===== config.mk =====
export PLATFORM = sky130hd
export DESIGN_NAME = sensor_frame_crc_check_decode
export DESIGN_NICKNAME = d
export VERILOG_FILES = /design/src/design/scfcd_pkg.sv /design/src/design/scfcd_frame_core.sv /design/src/design/sensor_frame_crc_check_decode.sv
export SDC_FILE = /design/constraint.sdc
export NUM_CORES = 1
export LEC_CHECK = 0
export BUFFER_PORTS_ARGS = -buffer_cell sky130_fd_sc_hd__buf_2
export CAP_MARGIN = 15
export CORE_MARGIN = 4
export CORE_UTILIZATION = 55
export DETAILED_ROUTE_END_ITERATION = 16
export PLACE_DENSITY = 0.75
export REMOVE_ABC_BUFFERS = 1
export SYNTH_ARGS = -nofsm -noshare
export SYNTH_HDL_FRONTEND = slang
export SYNTH_SLANG_ARGS = --single-unit

===== constraint.sdc =====
create_clock -name clk -period 5.58 [get_ports clk]
set_input_delay 1.674 -clock clk [delete_from_list [all_inputs] [get_ports clk]]
set_output_delay 1.674 -clock clk [all_outputs]
set_load 0.03 [all_outputs]

===== src/design/scfcd_pkg.sv =====
`timescale 1ns / 1ps
`default_nettype none

package scfcd_pkg;

  localparam logic [15:0] CRC_INIT   = 16'hFFFF;
  localparam logic [15:0] CRC_POLY   = 16'hA001;
  localparam logic [3:0]  IDLE_INDEX = 4'd8;
  localparam logic [3:0]  DATA_LEN   = 4'd4;

  localparam logic [3:0] IDX_HUM_HI  = 4'd2;
  localparam logic [3:0] IDX_HUM_LO  = 4'd3;
  localparam logic [3:0] IDX_TMP_HI  = 4'd4;
  localparam logic [3:0] IDX_TMP_LO  = 4'd5;
  localparam logic [3:0] IDX_CRC_LO  = DATA_LEN + 4'd2;
  localparam logic [3:0] IDX_CRC_HI  = DATA_LEN + 4'd3;

  typedef struct packed {
    logic [7:0] data_byte;
    logic       frame_start;
  } byte_item_t;

  typedef struct packed {
    logic               crc_ok;
    logic [15:0]        humidity_tenths;
    logic signed [15:0] temperature_tenths;
  } result_item_t;

  function automatic logic [15:0] crc_byte(input logic [15:0] c_in, input logic [7:0] b);
    logic [15:0] c;
    c = c_in ^ {8'h00, b};
    for (int k = 0; k < 8; k++) begin
      if (c[0]) begin
        c = (c >> 1) ^ CRC_POLY;
      end else begin
        c = c >> 1;
      end
    end
    return c;
  endfunction

endpackage

`default_nettype wire


===== src/design/scfcd_frame_core.sv =====
`timescale 1ns / 1ps
`default_nettype none

module scfcd_frame_core (
  input  wire logic                    clk,
  input  wire logic                    rst,
  input  wire logic                    fire,
  input  wire scfcd_pkg::byte_item_t   item,
  output logic                         emit,
  output scfcd_pkg::result_item_t      result
);
  import scfcd_pkg::*;

  logic [15:0] crc_accum, crc_accum_next;
  logic [3:0]  byte_index, byte_index_next;
  logic [15:0] humidity_word, humidity_word_next;
  logic [15:0] temperature_word, temperature_word_next;
  logic [7:0]  crc_low_byte, crc_low_byte_next;

  logic [15:0] crc_base;
  logic [3:0]  idx;
  logic        idle;
  logic [15:0] crc_rx;
  logic [15:0] temp_mag;

  always_comb begin
    crc_base = item.frame_start ? CRC_INIT : crc_accum;
    idx      = item.frame_start ? 4'd0 : byte_index;
    idle     = (idx >= IDLE_INDEX);

    crc_accum_next        = crc_base;
    byte_index_next       = IDLE_INDEX;
    humidity_word_next    = humidity_word;
    temperature_word_next = temperature_word;
    crc_low_byte_next     = crc_low_byte;
    emit                  = 1'b0;

    if (!idle) begin
      if (idx < IDX_CRC_LO) begin
        crc_accum_next = crc_byte(crc_base, item.data_byte);
      end
      case (idx)
        IDX_HUM_HI: humidity_word_next    = {item.data_byte, humidity_word[7:0]};
        IDX_HUM_LO: humidity_word_next    = {humidity_word[15:8], item.data_byte};
        IDX_TMP_HI: temperature_word_next = {item.data_byte, temperature_word[7:0]};
        IDX_TMP_LO: temperature_word_next = {temperature_word[15:8], item.data_byte};
        IDX_CRC_LO: crc_low_byte_next     = item.data_byte;
        default: ;
      endcase
      if (idx == IDX_CRC_HI) begin
        emit            = 1'b1;
        byte_index_next = IDLE_INDEX;
      end else begin
        byte_index_next = idx + 4'd1;
      end
    end

    crc_rx   = {item.data_byte, crc_low_byte};
    temp_mag = {1'b0, temperature_word[14:0]};
    result.crc_ok             = (crc_base == crc_rx);
    result.humidity_tenths    = humidity_word;
    result.temperature_tenths = temperature_word[15] ? (16'd0 - temp_mag) : temp_mag;
  end

  always_ff @(posedge clk) begin
    if (rst) begin
      crc_accum        <= CRC_INIT;
      byte_index       <= IDLE_INDEX;
      humidity_word    <= '0;
      temperature_word <= '0;
      crc_low_byte     <= '0;
    end else if (fire) begin
      crc_accum        <= crc_accum_next;
      byte_index       <= byte_index_next;
      humidity_word    <= humidity_word_next;
      temperature_word <= temperature_word_next;
      crc_low_byte     <= crc_low_byte_next;
    end
  end

endmodule

`default_nettype wire


===== src/design/sensor_frame_crc_check_decode.sv =====
`timescale 1ns / 1ps
`default_nettype none

// Checks and decodes an 8-byte humidity/temperature sensor reply taken one
// byte per item; frame_start marks byte 0 and restarts any partial frame.
// CRC-16 (reflected 0xA001, init 0xFFFF) over bytes 0..5 is compared with
// the little-endian CRC in bytes 6..7, and one result (crc_ok, humidity,
// two's-complement temperature) is given on byte 7. Bytes outside a frame
// are dropped. One byte per cycle is taken while byte_stall is low; a byte
// passes through an input register and its result appears from the output
// register. The byte update (unrolled CRC step) sits between those registers.
// While a result waits under result_stall, a full input register holds and
// byte_stall rises.
module sensor_frame_crc_check_decode (
  input  wire logic                     clk,
  input  wire logic                     rst,
  input  wire logic                     byte_valid,
  output logic                          byte_stall,
  input  wire scfcd_pkg::byte_item_t    byte_item,
  output logic                          result_valid,
  input  wire logic                     result_stall,
  output scfcd_pkg::result_item_t       result_item
);
  import scfcd_pkg::*;

  logic         in_full;
  byte_item_t   in_q;
  logic         fire;
  logic         emit;
  result_item_t core_result;

  assign fire       = in_full && (!result_valid || !result_stall);
  assign byte_stall = in_full && !fire;

  scfcd_frame_core u_core (
    .clk    (clk),
    .rst    (rst),
    .fire   (fire),
    .item   (in_q),
    .emit   (emit),
    .result (core_result)
  );

  always_ff @(posedge clk) begin
    if (rst) begin
      in_full      <= 1'b0;
      result_valid <= 1'b0;
    end else begin
      if (byte_valid && !byte_stall) begin
        in_full <= 1'b1;
      end else if (fire) begin
        in_full <= 1'b0;
      end
      if (fire && emit) begin
        result_valid <= 1'b1;
      end else if (!result_stall) begin
        result_valid <= 1'b0;
      end
    end
  end

  always_ff @(posedge clk) begin
    if (byte_valid && !byte_stall) begin
      in_q <= byte_item;
    end
    if (fire && emit) begin
      result_item <= core_result;
    end
  end

endmodule

`default_nettype wire


==> metrics.cfg, run 1 <==
[sta]
rsz0062_at_grt = no
setup_tns_ns = 0
tightest_slew_ns = 0.893
slew_headroom_pct = 40.5
setup_violations = 0
min_period_over_period_pct = 68.7
fin_hold_ws_ns = 0.443
skew_ns = 0.0105
hold_viol_final = 0
fin_crit_ns = 3.83
maxSlewViolCount = 0
max_freq_mhz = 261
setup_ws_ns = 1.75

[critical_path]
cp_max_fo = 3
worstPathArrival_ns = 2.16
crit_path_top_delay_cell = buf_2
worstSetupPathType = in2out
critPathMaxStageDelay_ns = 0.21
crit_top_cell = buf_2
startpoint_type = input pin
cp.required_ns = 3.91
end_kind = output port
critical_path.cell_chain = buf_2 -> and3_1 -> buf_2

[logic_synthesis]
synth_cell_types = 49
ys_seq_elements = 104
syn-cell-area_um2 = 4690
yosys_most_used_dff = dfxtp_1
yosys_warnings = 0
synth_edf_count = 42
syn_inst = 454
synth_largest_area_cell = edfxtp_1
synth_area_leaders = edfxtp_1 (27%), dfxtp_1 (26%), mux2i_1 (8.5%)
ys_seq_area_share_pct = 53.3
synth_top_area_share_pct = 26.9
netlist_top_cells_count = dfxtp_1 (62), nor2_1 (56), edfxtp_1 (42), nand2_1 (41), mux2i_1 (40)
synthArstFlopShare_pct = 0
syn_area_per_cell_um2 = 10.3
yosysMostFrequentCell = dfxtp_1

[power_and_ir_drop]
p_leak_nw = 2.29
ir_worst_vdd_mv = 0.226
p_per_area_nw_per_um2 = 272
finalPower_mw = 1.40

[grt]
grt_overflow = 0
grt.busiest_layer = met2
use_met1_pct = 24.7
use_met2_pct = 32.1
first_global_vias = 3145
antenna_found_initial = 0
grt.total_usage_pct = 19.2
grt_max_degree = 49
grt_first_pass_wirelength_um = 15200
globalRouteMet3Util_pct = 4.52

[final_layout]
drive_above_1_share_pct = 15.3
n_antenna_cell = 0
fill_cells = 712
utilization_pct = 62.5
syn2layout_area_growth_pct = 9.97
nets = 502
stdcell_area_um2 = 5160
fin_cells = 594

[worst_hold_path]
hp-class = reg2reg

[drt]
remaining_drc_errors = 0
vias = 3342
viasPerCell = 5.63
wl_per_cell_um = 15.7
first_pass_iters = 5
drtIter0Drc = 234
drtAntennaViolNets = 0
routed_wl_um = 9300

[clock_network]
ctsResizeCount = 0
root_buffer = clkbuf_8
clockBufferDepth = 2
clkLatencyLatePin_ns = 0.36
h-tree-depth = 3
clk_pin_slew_worst_paths_ns = 0.09
cts_num_sinks = 104
cts_inserted_buffers = 9
cts_tree = done
postCtsHoldBufs = 0
cts_post_setup_buffers_inserted = 0

[floorplanning]
start_util_pct = 56.8
ios = 48
core_area_um2 = 8260
dieWidth_um = 100
num_rows = 33
die_area_um2 = 10100
fp.dieH_um = 100

[placement]
post-dp-hpwl_um = 6240
dp_worst_setup_slack_ns = 1.39
gp_congestion = 0.839
numPortBuffers = 47
place_inst = 577
dpl_cell_area_um2 = 4950

[run]
max_cap_viol_count = 0

[run_status]
status = complete, no violations

[flip-flops by register name, indices dropped and copies added (netlist names)]
| register | count |
|---|---|
| u_core.crc_accum | 16 |
| u_core.byte_index | 4 |
| in_q | 9 |
| u_core.humidity_word | 16 |
| in_full | 1 |
| result_valid | 1 |
| u_core.temperature_word | 16 |
| result_item | 33 |
| u_core.crc_low_byte | 8 |
[path summary, 6_finish.rpt]
| path | slack, ns | depth (start not counted) | endpoint | start |
|---|---|---|---|---|
| min reg2reg | 0.44 | 0 | result_item[25]$_DFFE_PP_ | u_core.humidity_word[9]$_SDFFE_PP0P_ |
| max | 1.75 | 3 | byte_stall | result_stall |
| max reg2reg | 3.07 | 4 | u_core.crc_low_byte[7]$_SDFFE_PP0P_ | in_q[0]$_DFFE_PP_ |
| min | 0.44 | 0 | result_item[25]$_DFFE_PP_ | u_core.humidity_word[9]$_SDFFE_PP0P_ |
[worst max-delay path: cells and delay by family]
family                 cells  cell delay (ns)
and+or+nand+nor            1             0.19
buffers and inverters      2             0.29
[layout make-up]
| cell class | instances | area (um2) | share of cell area [%] |
|---|---|---|---|
| clock buffer | 10 | 138 | 2.67 |
| clock inverter | 6 | 50.0 | 0.970 |
| inverter | 8 | 30.0 | 0.582 |
| multi-input combinational | 311 | 2030 | 39.4 |
| sequential | 104 | 2500 | 48.5 |
| tap | 105 | 131 | 2.55 |
| timing repair buffer | 50 | 278 | 5.38 |
[cells by family (layout without fill, tap and decap cells)]
group,count (synthesis),in the layout,share of synthesized area (%)
AOI/OAI and AO/OA,76,76,10.8
xor gates and xnor gates,44,44,8.21
adders and majority gates,5,5,1.33
buffers and inverters,39,74,3.39
DFF,104,104,53.3
muxes,40,40,8.53
and+or+nand+nor,146,146,14.4
[layer usage]
layer / vias up / wire length (um)
met5: - / 0
met2: 99 / 4560
li1: 1663 / -
met1: 1572 / 4080
met3: 8 / 568
met4: 0 / 91
[placed cells by master (no fill, tap or decap), types with 2 or more instances in the layout]
| master | netlist | layout |
|---|---|---|
| a21oi_1 | 16 | 16 |
| a31oi_1 | 8 | 8 |
| and3_1 | 3 | 3 |
| buf_2 | 7 | 47 |
| buf_4 | 1 | 2 |
| clkbuf_8 | 0 | 10 |
| dfxtp_1 | 62 | 62 |
| edfxtp_1 | 42 | 42 |
| ha_1 | 5 | 5 |
| inv_1 | 7 | 7 |
| inv_6 | 0 | 2 |
| mux2i_1 | 40 | 40 |
| nand2_1 | 41 | 41 |
| nand2b_1 | 2 | 2 |
| nand3b_1 | 4 | 4 |
| nand4_1 | 2 | 2 |
| nor2_1 | 56 | 56 |
| nor2b_1 | 2 | 2 |
| nor3_1 | 13 | 13 |
| nor4_1 | 11 | 11 |
| o211ai_1 | 13 | 13 |
| o21ai_0 | 16 | 16 |
| o21ai_1 | 6 | 6 |
| o311ai_1 | 2 | 2 |
| o31ai_1 | 3 | 3 |
| or3_1 | 4 | 4 |
| xnor2_1 | 26 | 26 |
| xor2_1 | 18 | 18 |
[where the power goes]
group          internal [mW]  switching (mW)  leakage, nW
clock                  0.181           0.257       0.0952
combinational         0.0552          0.0713         1.26
sequential             0.800          0.0382        0.937
total                   1.04           0.367         2.29
Note: power is estimated with default switching activity, not from simulation.
==> inputs of run 2 (changes only) <==
==> constraint.sdc (replaced) <==
create_clock -name clk -period 3.9 [get_ports clk]
set_input_delay 1.17 -clock clk [delete_from_list [all_inputs] [get_ports clk]]
set_output_delay 1.17 -clock clk [all_outputs]
set_load 0.03 [all_outputs]
==> metrics.cfg, run 2 (synthesis gave the netlist of run 1 again) <==
[run_status]
status = complete, no violations

[grt]
globalRouteMet3Util_pct = 4.79  ; +0.28 points
grt_max_degree = 48  ; -2.0%
grt.total_usage_pct = 19.3  ; +0.11 points
grt_overflow = 0  ; unchanged
use_met1_pct = 24.5  ; -0.21 points
use_met2_pct = 31.3  ; -0.76 points
antenna_found_initial = 0  ; unchanged
grt_first_pass_wirelength_um = 15100  ; -0.45%
grt.busiest_layer = met2
first_global_vias = 3128  ; -0.54%

[clock_network]
clkLatencyLatePin_ns = 0.37  ; about the same
ctsResizeCount = 0  ; unchanged
postCtsHoldBufs = 0  ; unchanged
cts_tree = done
cts_num_sinks = 104  ; unchanged
clockBufferDepth = 2  ; unchanged
cts_inserted_buffers = 9  ; unchanged
clk_pin_slew_worst_paths_ns = 0.10  ; about the same
h-tree-depth = 3  ; unchanged
cts_post_setup_buffers_inserted = 0  ; unchanged
root_buffer = clkbuf_8

[sta]
fin_crit_ns = 2.82
setup_violations = 0  ; unchanged
tightest_slew_ns = 0.876  ; -0.0167 ns
slew_headroom_pct = 41.5  ; +1.0 points
setup_ws_ns = 1.08  ; -0.670 ns
fin_hold_ws_ns = 0.441  ; -0.00213 ns
hold_viol_final = 0  ; unchanged
rsz0062_at_grt = no
skew_ns = 0.0142  ; +0.00365 ns
setup_tns_ns = 0  ; unchanged
max_freq_mhz = 354
min_period_over_period_pct = 72.4
maxSlewViolCount = 0  ; unchanged

[power_and_ir_drop]
p_leak_nw = 2.30  ; +0.48%
ir_worst_vdd_mv = 0.229  ; +1.3%
p_per_area_nw_per_um2 = 399  ; +47%

[worst_hold_path]
hp-class = reg2reg

[placement]
numPortBuffers = 47  ; unchanged
gp_congestion = 0.831  ; -0.98%
dp_worst_setup_slack_ns = 0.689  ; -0.702 ns
dpl_cell_area_um2 = 4980  ; +0.61%
post-dp-hpwl_um = 6300  ; +1.0%
place_inst = 581  ; +0.69%

[final_layout]
layout_common_cells = dfxtp_1 (62), nor2_1 (56), buf_2 (47), edfxtp_1 (42), nand2_1 (41)
stdcell_area_um2 = 5180  ; +0.34%
n_antenna_cell = 0  ; unchanged
layout_commonest_cell = dfxtp_1
fin_cells = 597  ; +0.51%
fill_cells = 696  ; -2.2%
largest-register = result_item
drive_above_1_share_pct = 15.9  ; +0.52 points
nets = 505  ; +0.60%
largest_reg_flops = 33  ; unchanged
syn2layout_area_growth_pct = 10.3

[critical_path]
cp.required_ns = 4.15  ; +0.24 ns
end_kind = register
cp_max_fo = 8  ; +5
startpoint_type = input pin
worstSetupPathType = in2reg
worstPathArrival_ns = 3.08  ; +0.92 ns

[floorplanning]
start_util_pct = 56.8  ; unchanged
ios = 48  ; unchanged
num_rows = 33  ; unchanged
dieWidth_um = 100  ; unchanged
core_area_um2 = 8260  ; unchanged
die_area_um2 = 10100  ; unchanged
fp.dieH_um = 100  ; unchanged

[drt]
remaining_drc_errors = 0  ; unchanged
first_pass_iters = 4  ; -1
wl_per_cell_um = 15.7  ; about the same
routed_wl_um = 9350  ; +0.54%
vias = 3382  ; +1.2%
viasPerCell = 5.66  ; +0.69%
drtAntennaViolNets = 0  ; unchanged
drtIter0Drc = 227  ; -3.0%

[run]
max_cap_viol_count = 0  ; unchanged

-- run 2: cell types whose count changed in the layout (fill, tap and decap cells not counted) --
cell	change
buf_4	+4
buf_16	-1
clkinvlp_4	+1
inv_6	-1
clkbuf_8	-1
bufinv_16	+1
-- run 2: through the flow --
stage	util (%)	power, mW
after floorplan	-	1.34
after detailed placement	60.3	1.41
after CTS	62.7	2.07
after global placement	60.3	1.40
after global routing	62.7	2.14
final	62.7	2.07
-- run 2: routing by layer --
layer  vias to the layer above  wire length, um
li1                       1673                -
met1                      1596             4050
met2                        98             4490
met3                        15              619
met4                         0              187
met5                         -                0
-- run 2: layout make-up --
cell class	count	area, um2	area share, %
sequential	104	2500	48.3
clock buffer	9	124	2.39
clock inverter	7	78.8	1.52
multi-input combinational	311	2030	39.2
inverter	8	30.0	0.580
timing repair buffer	53	280	5.41
tap	105	131	2.54
-- run 2: path summary, 6_finish.rpt --
path                                               from                                       to  slack, ns  depth (start not counted)
hold reg to reg   u_core.humidity_word[10]$_SDFFE_PP0P_                result_item[26]$_DFFE_PP_       0.44                          0
hold / removal    u_core.humidity_word[10]$_SDFFE_PP0P_                result_item[26]$_DFFE_PP_       0.44                          0
setup / recovery                           result_stall  u_core.temperature_word[2]$_SDFFE_PP0P_       1.08                          7
setup reg to reg                      in_q[0]$_DFFE_PP_  u_core.temperature_word[2]$_SDFFE_PP0P_       1.51                          5
-- run 2: report_power, final --
group	internal, mW	switching, mW
Clock	0.303	0.378
Sequential	1.15	0.0535
Combinational	0.0814	0.104
Total	1.53	0.536
-- run 2: critical path, cell delays in order --
cell and delay [ns]:
buf_2 0.10, nand2_1 0.08, nand2_1 0.15, nor4b_1 0.62, nand3b_1 0.56, mux2i_1 0.32
nor2_1 0.05
